$ cat config.mk
export PLATFORM = sky130hd
export DESIGN_NAME = bounded_value_store_min_max_top
export DESIGN_NICKNAME = d
export VERILOG_FILES = /design/src/rtl/core/bvs_pkg.sv /design/src/rtl/core/bvs_cell.sv /design/src/rtl/core/bounded_value_store_min_max_top.sv
export SDC_FILE = /design/constraint.sdc
export NUM_CORES = 1
export LEC_CHECK = 0
export BUFFER_PORTS_ARGS = -buffer_cell sky130_fd_sc_hd__buf_4
export CAP_MARGIN = 20
export CELL_PAD_IN_SITES_DETAIL_PLACEMENT = 0
export CELL_PAD_IN_SITES_GLOBAL_PLACEMENT = 1
export CORE_MARGIN = 2
export CORE_UTILIZATION = 54
export DETAILED_ROUTE_END_ITERATION = 8
export PLACE_DENSITY = 0.85
export SKIP_CTS_REPAIR_TIMING = 1
export SLEW_MARGIN = 5
export SYNTH_ARGS = -nofsm -noshare
export SYNTH_HDL_FRONTEND = slang
export SYNTH_HIERARCHICAL = 1
export SYNTH_SLANG_ARGS = --single-unit
$ cat constraint.sdc
create_clock -name clk_i -period 8.2 [get_ports clk_i]
set_input_delay 0.41 -clock clk_i [delete_from_list [all_inputs] [get_ports clk_i]]
set_output_delay 0.41 -clock clk_i [all_outputs]
set_load 0.05 [all_outputs]
$ cat src/rtl/core/bvs_pkg.sv
`timescale 1ns / 1ps
`default_nettype none
// ----------------------------------------------------------------------------
// bvs_pkg
// Shared types and constants of the bounded value store.
// ----------------------------------------------------------------------------
package bvs_pkg;

  localparam int DEPTH     = 16;
  localparam int IDX_W     = (DEPTH > 1) ? $clog2(DEPTH) : 1;
  localparam int CNT_W     = $clog2(DEPTH + 1);
  localparam int DATA_W    = 32;
  localparam int CAP_W     = 5;
  localparam int OUT_CNT_W = 5;
  localparam int ACT_W     = 2;
  localparam int STAT_W    = 2;

  localparam logic [CAP_W-1:0] CAP_RESET = CAP_W'(16);

  localparam logic [ACT_W-1:0] ACT_PUT    = 2'd0;
  localparam logic [ACT_W-1:0] ACT_DELETE = 2'd1;
  localparam logic [ACT_W-1:0] ACT_CLEAR  = 2'd2;

  localparam logic [STAT_W-1:0] STAT_OK    = 2'd0;
  localparam logic [STAT_W-1:0] STAT_FULL  = 2'd1;
  localparam logic [STAT_W-1:0] STAT_EMPTY = 2'd2;

  typedef struct packed {
    logic shift;
    logic wr;
  } cell_ctrl_t;

endpackage
`default_nettype wire

$ cat src/rtl/core/bvs_cell.sv
`timescale 1ns / 1ps
`default_nettype none
// ----------------------------------------------------------------------------
// bvs_cell
// One slot of the store: holds one entry, loads a new entry or takes the
// entry of its upper neighbour.
// ----------------------------------------------------------------------------
module bvs_cell
  import bvs_pkg::*;
(
  input  wire logic              clk_i,
  input  wire cell_ctrl_t        ctrl_i,
  input  wire logic [DATA_W-1:0] nbr_i,
  input  wire logic [DATA_W-1:0] wr_data_i,
  output logic      [DATA_W-1:0] data_o
);

  logic [DATA_W-1:0] data_q;

  always_ff @(posedge clk_i) begin
    if (ctrl_i.wr) begin
      data_q <= wr_data_i;
    end else if (ctrl_i.shift) begin
      data_q <= nbr_i;
    end
  end

  assign data_o = data_q;

endmodule
`default_nettype wire

$ cat src/rtl/core/bounded_value_store_min_max_top.sv
`timescale 1ns / 1ps
`default_nettype none
// ----------------------------------------------------------------------------
// bounded_value_store_min_max_top
// Packed store of signed values with put, delete-all-equal and clear, and a
// min/max report after every command.
// ----------------------------------------------------------------------------
// Usage: raise start_i with action_i and value_i while busy_o is low. The
// entries sit in a row of DEPTH cells. Each command is followed by one pass
// over the row in which the row shifts down by one cell a cycle; the
// entry leaving the bottom cell is checked, kept entries are written back
// higher up the row so that they end packed in order, and min and max are
// gathered from them. done_o pulses for one cycle, registered after the
// last step of the pass, with status, count and min/max; the receiver cannot
// stall, so capture the result on that cycle. A new command may be given on
// the done_o cycle.
// The capacity register may only be written while busy_o is low.
// ----------------------------------------------------------------------------
module bounded_value_store_min_max_top
  import bvs_pkg::*;
(
  input  wire logic                     clk_i,
  input  wire logic                     rst_ni,
  input  wire logic                     cfg_we_i,
  input  wire logic [CAP_W-1:0]         cfg_wdata_i,
  input  wire logic                     start_i,
  output logic                          busy_o,
  input  wire logic [ACT_W-1:0]         action_i,
  input  wire logic signed [DATA_W-1:0] value_i,
  output logic                          done_o,
  output logic      [STAT_W-1:0]        status_o,
  output logic      [OUT_CNT_W-1:0]     count_o,
  output logic signed [DATA_W-1:0]      min_value_o,
  output logic signed [DATA_W-1:0]      max_value_o
);

  localparam logic ST_IDLE = 1'b0;
  localparam logic ST_PASS = 1'b1;

  logic              state_q, state_d;
  logic [CAP_W-1:0]  cap_q;
  logic [CNT_W-1:0]  count_q, count_d;
  logic [IDX_W-1:0]  pass_q, pass_d;
  logic [CNT_W-1:0]  kept_q, kept_d;
  logic              have_q, have_d;
  logic [DATA_W-1:0] min_q, min_d, max_q, max_d;
  logic [ACT_W-1:0]  act_q;
  logic [DATA_W-1:0] val_q;
  logic [STAT_W-1:0] stat_q, stat_d;
  logic              done_q;
  logic [STAT_W-1:0] status_q;
  logic [CNT_W-1:0]  res_count_q;
  logic [DATA_W-1:0] res_min_q, res_max_q;

  logic              accept;
  logic [CNT_W-1:0]  usable;
  logic [DATA_W-1:0] head;
  logic              present;
  logic              keep;
  logic [IDX_W-1:0]  wr_idx;
  logic              wr_en;
  logic [DATA_W-1:0] wr_data;
  logic              last;

  cell_ctrl_t        ctrl [DEPTH];
  logic [DATA_W-1:0] cell_data [DEPTH];

  assign accept = start_i && (state_q == ST_IDLE);
  assign usable = (32'(cap_q) > 32'(DEPTH)) ? CNT_W'(DEPTH) : CNT_W'(cap_q);
  assign head   = cell_data[0];
  assign present = (CNT_W'(pass_q) < count_q);
  assign keep   = (state_q == ST_PASS) && present &&
                  !((act_q == ACT_DELETE) && (head == val_q));
  assign last   = (pass_q == IDX_W'(DEPTH - 1));

  always_comb begin
    state_d = state_q;
    count_d = count_q;
    pass_d  = pass_q;
    kept_d  = kept_q;
    have_d  = have_q;
    min_d   = min_q;
    max_d   = max_q;
    stat_d  = stat_q;
    wr_en   = 1'b0;
    wr_idx  = count_q[IDX_W-1:0];
    wr_data = value_i;
    unique case (state_q)
      ST_IDLE: begin
        if (accept) begin
          state_d = ST_PASS;
          pass_d  = '0;
          kept_d  = '0;
          have_d  = 1'b0;
          stat_d  = STAT_OK;
          priority if (action_i == ACT_PUT) begin
            if (count_q >= usable) begin
              stat_d = STAT_FULL;
            end else begin
              wr_en   = 1'b1;
              count_d = count_q + CNT_W'(1);
            end
          end else if (action_i == ACT_DELETE) begin
            if (count_q == '0) begin
              stat_d = STAT_EMPTY;
            end
          end else if (action_i == ACT_CLEAR) begin
            count_d = '0;
          end else begin
            stat_d = STAT_OK;
          end
        end
      end
      ST_PASS: begin
        wr_data = head;
        wr_idx  = IDX_W'(kept_q) + IDX_W'(DEPTH - 1) - pass_q;
        if (keep) begin
          wr_en  = 1'b1;
          kept_d = kept_q + CNT_W'(1);
          have_d = 1'b1;
          if (!have_q || ($signed(head) < $signed(min_q))) begin
            min_d = head;
          end
          if (!have_q || ($signed(head) > $signed(max_q))) begin
            max_d = head;
          end
        end
        pass_d = pass_q + IDX_W'(1);
        if (last) begin
          state_d = ST_IDLE;
          count_d = kept_d;
        end
      end
      default: begin
        state_d = ST_IDLE;
      end
    endcase
  end

  for (genvar i = 0; i < DEPTH; i++) begin : g_cell
    logic [DATA_W-1:0] nbr;
    if (i == DEPTH - 1) begin : g_top
      assign nbr = '0;
    end else begin : g_mid
      assign nbr = cell_data[i + 1];
    end
    assign ctrl[i].shift = (state_q == ST_PASS);
    assign ctrl[i].wr    = wr_en && (wr_idx == IDX_W'(i));
    bvs_cell u_cell (
      .clk_i     (clk_i),
      .ctrl_i    (ctrl[i]),
      .nbr_i     (nbr),
      .wr_data_i (wr_data),
      .data_o    (cell_data[i])
    );
  end

  always_ff @(posedge clk_i or negedge rst_ni) begin
    if (!rst_ni) begin
      state_q <= ST_IDLE;
      cap_q   <= CAP_RESET;
      count_q <= '0;
      pass_q  <= '0;
      kept_q  <= '0;
      have_q  <= 1'b0;
      done_q  <= 1'b0;
    end else begin
      state_q <= state_d;
      count_q <= count_d;
      pass_q  <= pass_d;
      kept_q  <= kept_d;
      have_q  <= have_d;
      done_q  <= (state_q == ST_PASS) && last;
      if (cfg_we_i) begin
        cap_q <= cfg_wdata_i;
      end
    end
  end

  always_ff @(posedge clk_i) begin
    min_q  <= min_d;
    max_q  <= max_d;
    stat_q <= stat_d;
    if (accept) begin
      act_q <= action_i;
      val_q <= value_i;
    end
    if ((state_q == ST_PASS) && last) begin
      status_q    <= stat_q;
      res_count_q <= kept_d;
      res_min_q   <= have_d ? min_d : '0;
      res_max_q   <= have_d ? max_d : '0;
    end
  end

  assign busy_o      = (state_q == ST_PASS);
  assign done_o      = done_q;
  assign status_o    = status_q;
  assign count_o     = OUT_CNT_W'(32'(res_count_q));
  assign min_value_o = res_min_q;
  assign max_value_o = res_max_q;

endmodule
`default_nettype wire

## Yosys cells after proc, flatten, opt, wreduce, memory -nomap -nowiden

Index checks and enable logic that the tools add are counted.

- Bits in registers: 705
- Input bits: 43
- Output and inout port bits: 73
- Word-level logic and storage cells: 182

- Add/subtract/negate cells: 5
- Magnitude comparators: 5
- Eq/ne operators: 25
- Multiplexer cells: 68
- Bitwise gates (word level): 1
- Reduce and logical (&&, ||, !) cells: 46

Operator list:

| kind | count |
|---|---|
| $mux W32 | 39 |
| $mux W5 | 9 |
| $eq A4 B4 Y1 const B | 9 |
| $eq A32 B32 Y1 | 1 |
| $gt A32 B32 Y1 | 1 |
| $lt A32 B32 Y1 | 1 |
| $reduce_bool A2 Y1 | 16 |
| $logic_and A1 B1 Y1 | 21 |
| $pmux W5 S2 | 2 |
| $eq A4 B3 Y1 const B | 4 |
| $add A5 B1 Y5 const B | 2 |
| $mux W1 | 9 |
| $eq A4 B2 Y1 const B | 2 |
| $mux W4 | 2 |
| $pmux W4 S2 | 1 |
| $mux W2 | 3 |
| $ne A3 B3 Y1 const B | 2 |
| $pmux W1 S2 | 3 |
| $ge A5 B5 Y1 | 1 |
| $gt A5 B5 Y1 const B | 1 |
| $logic_not A5 Y1 | 1 |
| $lt A4 B5 Y1 | 1 |
| $reduce_and A5 Y1 | 1 |
| $add A4 B1 Y4 const B | 1 |
| 14 further kinds | 17 |

## Longest topological paths before layout

Gate-level depths: netlist of run 1.

- Depth after elaboration: 9
- Gate-level depth with buffers: 13
- Gate-level depth less buffers: 11

## Cells and area by module

Netlist of run 1, hierarchy kept.

Modules (own cells, without submodules):

| module | times used | cells each | area an instance (µm²) | seq. area each (µm²) |
|---|---|---|---|---|
| bvs_cell | 16 | 69 | 1,507.7 | 960.9 |
| bounded_value_store_min_max_top | 1 | 898 | 9,887.0 | 5,046.1 |

## Worst setup path after synthesis of run 1

OpenSTA, ideal clock, no wires.

- Kind: reg2reg
- Start point: register state_q, in the netlist busy_o
- End point: register count_q[4]
- Data arrival time: 7,019 ps
- Required time: 8,080 ps
- Setup slack: 1,061 ps
- Cell stages (with the launch flop): 8
- Path buffers: 0
- Clock period less this slack: 7,139 ps
- Cells stage by stage: dfrtp_1 -> inv_2 -> nor3_1 -> nor3b_1 -> a21o_1 -> o21ai_0 -> o31ai_1 -> a31o_1

- Longest elaborated chain between the ends: 5

Ends and longest elaborated chain:

| element | line | RTL |
|---|---|---|
| from (decl) | bounded_value_store_min_max_top.sv:40 | `logic state_q, state_d;` |
| from (signal assigned) | bounded_value_store_min_max_top.sv:168 | `state_q <= state_d;` |
| $logic_and A1 B1 Y1 (2 in series) | bounded_value_store_min_max_top.sv:72 | `assign keep = (state_q == ST_PASS) && present &&` |
| $mux W5 | bounded_value_store_min_max_top.sv:117 | `if (keep) begin` |
| $mux W5 | bounded_value_store_min_max_top.sv:129 | `if (last) begin` |
| $pmux W5 S2 | bounded_value_store_min_max_top.sv:88 | `unique case (state_q)` |
| to (signal assigned) | bounded_value_store_min_max_top.sv:169 | `count_q <= count_d;` |
| to (decl) | bounded_value_store_min_max_top.sv:42 | `logic [CNT_W-1:0] count_q, count_d;` |

Several ways; a longest one is shown, not always the timed one. The select of a mux whose other input is x is not followed.
A chain may end at the register's enable or synchronous reset.

==> results of run 1 <==
[routing by layer]
metal  GRT usage [%]  vias to the layer above  wire length [microns]
met5               0                        -                      0
met4           6.901                        0                   1581
met3           2.746                       84                   1876
met2           32.30                      265                  30570
met1           23.14                     8519                  25810
li1                -                     7991                      -
[critical path, stage by stage, from the launching register on]
cell and delay [ns]:
edfxtp_1 0.52, xnor2_1 0.37, nand4_1 0.19, nor4_1 0.70, nand3_1 0.35, and2_1 0.32, a2bb2oi_2 0.14, buf_4 0.29
nor2_4 0.06, buf_4 0.30, or2_1 0.52, buf_4 0.32
[per-stage QoR]
stage          instance area (sq um)  setup slack [ns]  std cells  utilization [%]
2_1_floorplan                  34130             1.061       2033                -
4_1_cts                        37640             3.801       3074            60.11
3_5_place_dp                   35220             3.817       2939            56.25
6_report                       37950             3.812       3105            60.60
3_3_place_gp                   35220             3.862       2939            56.25
5_1_grt                        37950             3.653       3105            60.60
[Yosys cell counts, types with 4 or more instances]
cell / count
buf_2: 7
nand4_1: 19
edfxtp_1: 619
clkbuf_1: 20
mux2_1: 33
buf_1: 6
dfrtp_1: 21
a31oi_1: 6
a21oi_1: 38
ha_1: 78
a21o_1: 7
buf_12: 48
mux2_2: 84
dfxtp_1: 64
nor2_1: 31
o21ai_1: 65
nand2b_1: 4
inv_1: 77
a22o_1: 35
xnor2_1: 38
o21ai_0: 17
nand3_1: 9
buf_6: 19
nand2_1: 87
or2_1: 16
nor3_1: 6
mux2_4: 464
o211ai_1: 33
xor2_1: 4
[cell type report]
class                   count  area [sq um]  share of cell area [%]
well taps                 846          1059                   2.789
clock inverters            36         365.4                  0.9627
clock buffers              99          2051                   5.404
inverters                  79         296.5                  0.7814
multi-input cells        1149         12250                   32.27
flip-flops and latches    705         20420                   53.81
repair buffers            191          1511                   3.983
[registers in the layout, summed over array words and instances, names as in the netlist]
register and count:
have_q 1, count_o 5, count_q 5, min_value_o 32
stat_q 2, max_value_o 32, g_cell.u_cell/data_o 512, pass_q 4
done_o 1, min_q 32, val_q 32, status_o 2
cap_q 5, act_q 2, max_q 32, busy_o 1
kept_q 5
[kinds of logic after synthesis]
family | after synthesis | synth area share (%)
xor gates and xnor gates | 42 | 1.082
and+or+nand+nor | 188 | 2.561
AOI/OAI and AO/OA | 226 | 4.271
adders and majority gates | 79 | 2.928
DFF | 705 | 60.04
other | 1 | 0.01103
buffers and inverters | 179 | 4.716
muxes | 582 | 24.39
[worst max path at each step]
| stage | startpoint | end | slack (ns) |
|---|---|---|---|
| after detailed placement | g_cell[0].u_cell/data_o[20]$_DFFE_PP_ | g_cell[13].u_cell/data_o[11]$_DFFE_PP_ | 3.82 |
| after global routing | g_cell[0].u_cell/data_o[20]$_DFFE_PP_ | g_cell[13].u_cell/data_o[17]$_DFFE_PP_ | 3.65 |
| after global placement | g_cell[0].u_cell/data_o[20]$_DFFE_PP_ | g_cell[13].u_cell/data_o[11]$_DFFE_PP_ | 3.86 |
| after CTS | g_cell[0].u_cell/data_o[20]$_DFFE_PP_ | g_cell[13].u_cell/data_o[17]$_DFFE_PP_ | 3.80 |
| after floorplan | busy_o$_DFF_PN0_ | count_q[4]$_DFFE_PN0P_ | 1.06 |
| final | g_cell[0].u_cell/data_o[20]$_DFFE_PP_ | g_cell[13].u_cell/data_o[17]$_DFFE_PP_ | 3.81 |
==> metrics.csv, run 1 <==
stage,metric,value,unit
run_status,status,"finished, final reports clean",
sta,tightestPinTransition,0.8956,ns
setup_path,criticalPathCategory,reg -> reg,
sta,rsz0062_at_grt,no,
yosys,synthCells,2002,
detailed_routing,wirelength,59840,microns
detailed_routing,wl_per_cell,19.27,microns
sta,fin_tns_setup,0,ns
setup_path,cp.arrival,4.73,ns
sta,slew_headroom,39.74,%
global_route,grt_max_degree,70,
final_layout,area_growth,11.58,%
setup_path,r2r_slack,3.81,ns
sta,setup_viol,0,
yosys,syn_area,34010,sq um
yosys,yosys-top-cells-area,"edfxtp_1 (55%), mux2_4 (20%), dfxtp_1 (3.8%), ha_1 (2.9%), buf_12 (2.8%)",
clock_network,cts_sinks,705,
placement,place_congestion,0.8268,
global_route,antenna_found_initial,0,
yosys,synth_top_area_cell,edfxtp_1,
floorplanning,die_y,255.0,microns
sta,final_hold_viol_count,0,
yosys,synthDistinctLibCells,60,
detailed_routing,dr_total_vias,16859,
clock_network,cts_buffer_depth,3,
worst_hold_path,whs_endpoint,val_q[21]$_DFFE_PP_,
yosys,synth_seq_area_share,60.04,%
sta,post-route-min-period,4.388,ns
setup_path,worstRegToRegCells,11,
floorplanning,core-area,62620,sq um
floorplanning,initial_core_util,54.31,%
floorplanning,rows,92,
sta,finClkSkew,0.02490,ns
yosys,yosysTopAreaCellShare,54.65,%
global_route,track_usage,18.42,%
floorplanning,die_area,65000,sq um
yosys,synth-edff-count,619,
yosys,ys_ff_latch,705,
clock_network,cts_tree,done,
clock_network,path_clk_slew,0.06,ns
detailed_routing,ant_nets,0,
worst_hold_path,hp-class,in -> reg,
clock_network,numCtsBuffers,75,
worst_hold_path,hp-start,value_i[21],
setup_path,cp_max_fo,33,
yosys,synth_flop_cell,edfxtp_1,
clock_network,root_buffer,clkbuf_16,
clock_network,insertion_delay,0.61,ns
detailed_routing,vias_per_cell,5.430,
setup_path,end_kind,flip-flop,
worst_hold_path,holdPathStages,1,
placement,io_buffers,115,
floorplanning,die_w,255.0,microns
yosys,async_reset_ff_share,3.121,%
detailed_routing,drc_errors,0,
setup_path,timing.rr.end,g_cell[13].u_cell/data_o[17]$_DFFE_PP_,
sta,max_freq,0.2279,GHz
final_layout,fillers,4520,
sta,drv_slew,0,
final_layout,final_cell_mix,"edfxtp_1 (619), mux2_4 (464), buf_4 (160), nand2_1 (87), mux2_2 (84)",
final_layout,final_common_cell,edfxtp_1,
run,max_cap_viol_count,0,
global_route,grt_pass1_wl,94260,microns
floorplanning,pin_count,116,
sta,whs,0.02636,ns
final_layout,antenna_cells,0,
setup_path,start_kind,flip-flop,
yosys,avgSynthCellArea,16.99,sq um
sta,period_share,53.51,%
placement,dp_hpwl,41810,microns
setup_path,reg2reg_from,g_cell[0].u_cell/data_o[20]$_DFFE_PP_,
global_route,grt_overflow,0,
yosys,ys.warnings.count,6,
setup_path,cp_data_required_time,8.54,ns
global_route,grt_pass1_vias,17260,
detailed_routing,firstDrtPassIters,4,
detailed_routing,drtIter0Drc,797,
clock_network,cts_htree_levels,3,
final_layout,drive_gt1_share,37.18,%
final_layout,fin_nets,2323,
Power of run 1 is not shown: default switching activity piles up to over one toggle a cycle in this logic, so the estimate is an artifact.
==> run 2, diff against run 1 <==
==> constraint.sdc (replaced) <==
create_clock -name clk_i -period 4.6 [get_ports clk_i]
set_input_delay 0.23 -clock clk_i [delete_from_list [all_inputs] [get_ports clk_i]]
set_output_delay 0.23 -clock clk_i [all_outputs]
set_load 0.05 [all_outputs]
==> metrics.csv, run 2 (synthesis results as in run 1) <==
stage,metric,value,unit,change
global_route,grt_max_degree,74,,was 70
final_layout,antenna_cells,0,,unchanged
final_layout,final_common_cell,edfxtp_1,,unchanged
sta,finClkSkew,0.01671,ns,was 0.02490 ns
detailed_routing,drc_errors,0,,unchanged
setup_path,cp_data_required_time,4.94,ns,was 8.54 ns
final_layout,final-seq-area,20420,sq um,unchanged
setup_path,cp_max_fo,26,,was 33
final_layout,drive_gt1_share,37.30,%,was 37.18%
sta,slew_headroom,29.76,%,was 39.74%
sta,post-route-min-period,3.871,ns,was 4.388 ns
detailed_routing,wirelength,60350,microns,"was 59,840 microns"
final_layout,fin_util,61.16,%,was 60.60%
final_layout,fillers,4475,,"was 4,520"
final_layout,area_growth,12.61,%,was 11.58%
clock_network,cts_htree_levels,3,,unchanged
placement,dp_slack,0.7679,ns,was 3.817 ns
run_status,status,"finished, final reports clean",,unchanged
detailed_routing,firstDrtPassIters,7,,was 4
setup_path,cpLargestDelayFamily,compound AO/OA/AOI/OAI gates,,was simple AND/OR/NAND/NOR gates
setup_path,start_kind,flip-flop,,unchanged
sta,tightestPinTransition,1.044,ns,was 0.8956 ns
floorplanning,core-area,62620,sq um,unchanged
sta,max_freq,0.2583,GHz,was 0.2279 GHz
setup_path,slowest_stage,dfrtp_1,,was nor4_1
final_layout,fin_nets,2345,,"was 2,323"
final_layout,final_cell_mix,"edfxtp_1 (619), mux2_4 (464), buf_4 (158), nand2_1 (87), mux2_2 (84)",,"was edfxtp_1 (619), mux2_4 (464), buf_4 (160), nand2_1 (87), mux2_2 (84)"
detailed_routing,vias_per_cell,5.422,,was 5.430
setup_path,criticalPathCategory,reg -> reg,,unchanged
detailed_routing,drtIter0Drc,836,,was 797
detailed_routing,ant_nets,0,,unchanged
detailed_routing,dr_total_vias,16971,,"was 16,859"
setup_path,cp_common_cell,a21o_1,,was buf_4
sta,fin_tns_setup,0,ns,unchanged
sta,final_hold_viol_count,0,,unchanged
clock_network,cts_sinks,705,,unchanged
setup_path,cp.arrival,4.21,ns,was 4.73 ns
setup_path,cp_cell_sequence,"inv_1, ha_1, nand2b_1, a21o_1, a21o_1, a21o_1, a21oi_1, nand3_1, o22a_1, buf_4, nor2_4, buf_4, mux2_2",,"was xnor2_1, nand4_1, nor4_1, nand3_1, and2_1, a2bb2oi_2, buf_4, nor2_4, buf_4, or2_1, buf_4"
final_layout,largest_reg_flops,512,,unchanged
floorplanning,die_y,255.0,microns,unchanged
sta,fin_ws,0.7291,ns,was 3.812 ns
sta,drv_slew,0,,unchanged
floorplanning,initial_core_util,54.31,%,unchanged
worst_hold_path,hp-class,in -> async,,was in -> reg
clock_network,insertion_delay,0.60,ns,was 0.61 ns
setup_path,end_kind,flip-flop,,unchanged
floorplanning,pin_count,116,,unchanged
global_route,track_usage,18.62,%,was 18.42%
clock_network,numCtsBuffers,75,,unchanged
floorplanning,die_w,255.0,microns,unchanged
sta,period_share,84.15,%,was 53.51%
clock_network,root_buffer,clkbuf_16,,unchanged
sta,whs,0.06387,ns,was 0.02636 ns
final_layout,multi_input_area,12250,sq um,about the same
sta,setup_viol,0,,unchanged
clock_network,cts_buffer_depth,3,,unchanged
global_route,grt_pass1_wl,95320,microns,"was 94,260 microns"
clock_network,cts_tree,done,,unchanged
global_route,grt_overflow,0,,unchanged
detailed_routing,wl_per_cell,19.28,microns,was 19.27 microns
placement,dp_hpwl,41870,microns,"was 41,810 microns"
placement,io_buffers,115,,unchanged
placement,place_congestion,0.8536,,was 0.8268
run,max_cap_viol_count,0,,unchanged
global_route,antenna_found_initial,0,,unchanged
setup_path,crit_buf_inv,3,,unchanged
setup_path,cpPeakStageDelay,0.47,ns,was 0.70 ns
floorplanning,rows,92,,unchanged
floorplanning,die_area,65000,sq um,unchanged
sta,rsz0062_at_grt,no,,unchanged
global_route,grt_pass1_vias,17509,,"was 17,260"
clock_network,path_clk_slew,0.06,ns,about the same
[run 2: cell count changes in the layout (fill, tap and decap cells not counted), sizes merged]
cell,delta
clkinvlp,+4
buf,+11
bufinv,-1
clkinv,+6
dlygate4sd3,+11
inv,-2
clkbuf,-4
[run 2: worst paths after layout]
check	start	to	slack (ns)	cells after the start
worst max-delay path	count_q[0]$_DFFE_PN0P_	g_cell[6].u_cell/data_o[31]$_DFFE_PP_	0.73	13
worst min-delay path	rst_ni	count_q[0]$_DFFE_PN0P_	0.06	2
worst max register to register	count_q[0]$_DFFE_PN0P_	g_cell[6].u_cell/data_o[31]$_DFFE_PP_	0.73	13
worst min register to register	stat_q[1]$_SDFFCE_PP0P_	status_o[1]$_DFFE_PP_	0.43	0
max in group asynchronous	rst_ni	cap_q[4]$_DFFE_PN1P_	4.25	2
min in group clk_i	value_i[9]	val_q[9]$_DFFE_PP_	0.36	2
[run 2: stage by stage]
step	cells	area [sq um]
2_1_floorplan	2033	34140
3_3_place_gp	2949	35460
3_5_place_dp	2950	35480
4_1_cts	3088	37880
5_1_grt	3130	38300
6_report	3130	38300
[run 2: routing by layer]
| metal | vias up | GRT usage [%] | wire [microns] |
|---|---|---|---|
| met5 | - | 0 | 0 |
| met4 | 0 | 6.199 | 1723 |
| met3 | 105 | 3.234 | 2308 |
| met2 | 328 | 32.86 | 30620 |
| met1 | 8491 | 23.19 | 25700 |
| li1 | 8047 | - | - |
[run 2: worst reg2reg max path: cells and delay by family, from the launching register on]
kind                     cells  cell delay, ns
multiplexers                 1            0.41
AND/OR/NAND/NOR              3            0.60
AO/OA/AOI/OAI                5            0.97
flip-flops                   1            0.47
adder cells (fa/ha/maj)      1            0.31
buffers and inverters        3            0.84
[run 2: area by class of cell]
class | instances | area share (%)
clock buffer | 95 | 5.374
clock inverter | 43 | 0.8788
inverter | 79 | 0.7743
multi-input combinational | 1149 | 31.99
sequential | 705 | 53.32
tap | 846 | 2.764
timing repair buffer | 213 | 4.894
Power of run 2 is left out for the same reason.
==> run 3, diff against run 2 <==
==> constraint.sdc (replaced) <==
create_clock -name clk_i -period 3.62 [get_ports clk_i]
set_input_delay 0.181 -clock clk_i [delete_from_list [all_inputs] [get_ports clk_i]]
set_output_delay 0.181 -clock clk_i [all_outputs]
set_load 0.05 [all_outputs]
==> metrics.csv, run 3 (synthesis results as in run 1) <==
stage,metric,value,unit,change
setup_path,cp_common_cell,a21o_1,,unchanged
placement,place_congestion,0.8427,,was 0.8536
final_layout,fin_nets,2431,,"was 2,345"
clock_network,insertion_delay,0.61,ns,was 0.60 ns
detailed_routing,wl_per_cell,18.49,microns,was 19.28 microns
detailed_routing,drc_errors,0,,unchanged
setup_path,end_kind,flip-flop,,unchanged
sta,slew_headroom,53.99,%,was 29.76%
sta,final_hold_viol_count,0,,unchanged
detailed_routing,dr_total_vias,17278,,"was 16,971"
sta,post-route-min-period,3.437,ns,was 3.871 ns
placement,io_buffers,115,,unchanged
sta,drv_slew,0,,unchanged
setup_path,slowest_stage,dfstp_2,,was dfrtp_1
setup_path,cp.arrival,3.78,ns,was 4.21 ns
floorplanning,die_y,255.0,microns,unchanged
final_layout,area_growth,15.71,%,was 12.61%
floorplanning,die_w,255.0,microns,unchanged
worst_hold_path,hp-class,in -> async,,unchanged
sta,fin_tns_setup,0,ns,unchanged
setup_path,start_kind,flip-flop,,unchanged
detailed_routing,vias_per_cell,5.369,,was 5.422
global_route,grt_pass1_vias,17389,,"was 17,509"
sta,rsz0062_at_grt,no,,unchanged
sta,setup_viol,0,,unchanged
floorplanning,rows,92,,unchanged
run_status,status,"finished, final reports clean",,unchanged
setup_path,crit_buf_inv,2,,was 3
setup_path,r2r_slack,0.18,ns,was 0.73 ns
setup_path,cpPeakStageDelay,0.53,ns,was 0.47 ns
clock_network,cts_buffer_depth,3,,unchanged
clock_network,cts_htree_levels,3,,unchanged
final_layout,largest_reg_flops,512,,unchanged
clock_network,cts_tree,done,,unchanged
floorplanning,die_area,65000,sq um,unchanged
setup_path,criticalPathCategory,reg -> reg,,unchanged
setup_path,cp_data_required_time,3.96,ns,was 4.94 ns
clock_network,root_buffer,clkbuf_16,,unchanged
detailed_routing,ant_nets,0,,unchanged
final_layout,multi_input_area,12250,sq um,unchanged
clock_network,numCtsBuffers,76,,was 75
sta,finClkSkew,0.02302,ns,was 0.01671 ns
global_route,track_usage,18.17,%,was 18.62%
sta,tightestPinTransition,0.6838,ns,was 1.044 ns
global_route,grt_pass1_wl,93000,microns,"was 95,320 microns"
final_layout,drive_gt1_share,39.60,%,was 37.30%
final_layout,final_cell_mix,"edfxtp_1 (619), mux2_4 (464), buf_4 (216), nand2_1 (87), mux2_2 (84)",,"was edfxtp_1 (619), mux2_4 (464), buf_4 (158), nand2_1 (87), mux2_2 (84)"
setup_path,cpLargestDelayFamily,compound AO/OA/AOI/OAI gates,,unchanged
sta,whs,0.01657,ns,was 0.06387 ns
clock_network,path_clk_slew,0.06,ns,about the same
placement,dp_hpwl,41670,microns,"was 41,870 microns"
final_layout,final_common_cell,edfxtp_1,,unchanged
floorplanning,pin_count,116,,unchanged
final_layout,final-seq-area,20420,sq um,unchanged
floorplanning,initial_core_util,54.31,%,unchanged
final_layout,fin_area,39350,sq um,"was 38,300 sq um"
global_route,grt_max_degree,74,,unchanged
clock_network,cts_sinks,705,,unchanged
floorplanning,core-area,62620,sq um,unchanged
final_layout,fillers,4455,,"was 4,475"
run,max_cap_viol_count,0,,unchanged
sta,max_freq,0.2910,GHz,was 0.2583 GHz
placement,placed_area,35970,sq um,"was 35,480 sq um"
detailed_routing,drtIter0Drc,901,,was 836
setup_path,cp_cell_sequence,"nor2b_1, ha_1, nand2b_1, a21o_1, a21o_1, a21o_1, a21oi_1, nand3_1, o22a_1, buf_12, nor2_4, buf_4, mux2_2",,"was inv_1, ha_1, nand2b_1, a21o_1, a21o_1, a21o_1, a21oi_1, nand3_1, o22a_1, buf_4, nor2_4, buf_4, mux2_2"
global_route,antenna_found_initial,0,,unchanged
sta,period_share,94.94,%,was 84.15%
setup_path,cp_max_fo,8,,was 26
detailed_routing,firstDrtPassIters,5,,was 7
detailed_routing,wirelength,59510,microns,"was 60,350 microns"
global_route,grt_overflow,0,,unchanged
==> run 3: changes by cell type in the layout (fill, tap and decap cells not counted), sizes merged <==
| cell | delta |
|---|---|
| diode | +1 |
| clkbuf | -2 |
| clkinvlp | -1 |
| buf | +85 |
| bufinv | +2 |
| clkinv | +3 |
==> run 3: metrics by stage <==
stage / setup slack [ns] / instances / utilization [%]
floorplan: 0.01280 / 2033 / -
global placement: 0.1529 / 2977 / 57.44
detailed placement: 0.1173 / 2977 / 57.44
CTS: 0.08135 / 3117 / 61.40
global route: 0.01957 / 3217 / 62.84
finish: 0.1832 / 3218 / 62.85
==> run 3: layout make-up <==
class / instances / area share (%)
Antenna cell: 1 / 0.006359
Clock buffer: 93 / 5.208
Clock inverter: 47 / 1.084
Inverter: 79 / 0.7630
Multi-Input combinational cell: 1149 / 31.13
Sequential cell: 705 / 51.89
Tap cell: 846 / 2.690
Timing Repair Buffer: 298 / 7.223
==> run 3: path summary, 6_finish.rpt <==
| kind | end | start | cells past startpoint |
|---|---|---|---|
| setup / recovery | g_cell[6].u_cell/data_o[31]$_DFFE_PP_ | cap_q[4]$_DFFE_PN1P_ | 13 |
| hold / removal | kept_q[3]$_DFF_PN0_ | rst_ni | 2 |
| setup reg to reg | g_cell[6].u_cell/data_o[31]$_DFFE_PP_ | cap_q[4]$_DFFE_PN1P_ | 13 |
| hold reg to reg | status_o[1]$_DFFE_PP_ | stat_q[1]$_SDFFCE_PP0P_ | 0 |
| max in group asynchronous | cap_q[4]$_DFFE_PN1P_ | rst_ni | 2 |
| min in group clk_i | val_q[9]$_DFFE_PP_ | value_i[9] | 2 |
==> run 3: per-layer routing <==
metal / global-route usage (%) / vias to the layer above / routed length, microns / share of wire [%]
li1: - / 8234 / - / -
met1: 22.39 / 8636 / 25080 / 42
met5: 0 / - / 0 / 0
met2: 32.25 / 298 / 30580 / 51
met3: 3.132 / 110 / 2098 / 3.5
met4: 6.282 / 0 / 1747 / 2.9
Power of run 3 is left out for the same reason.
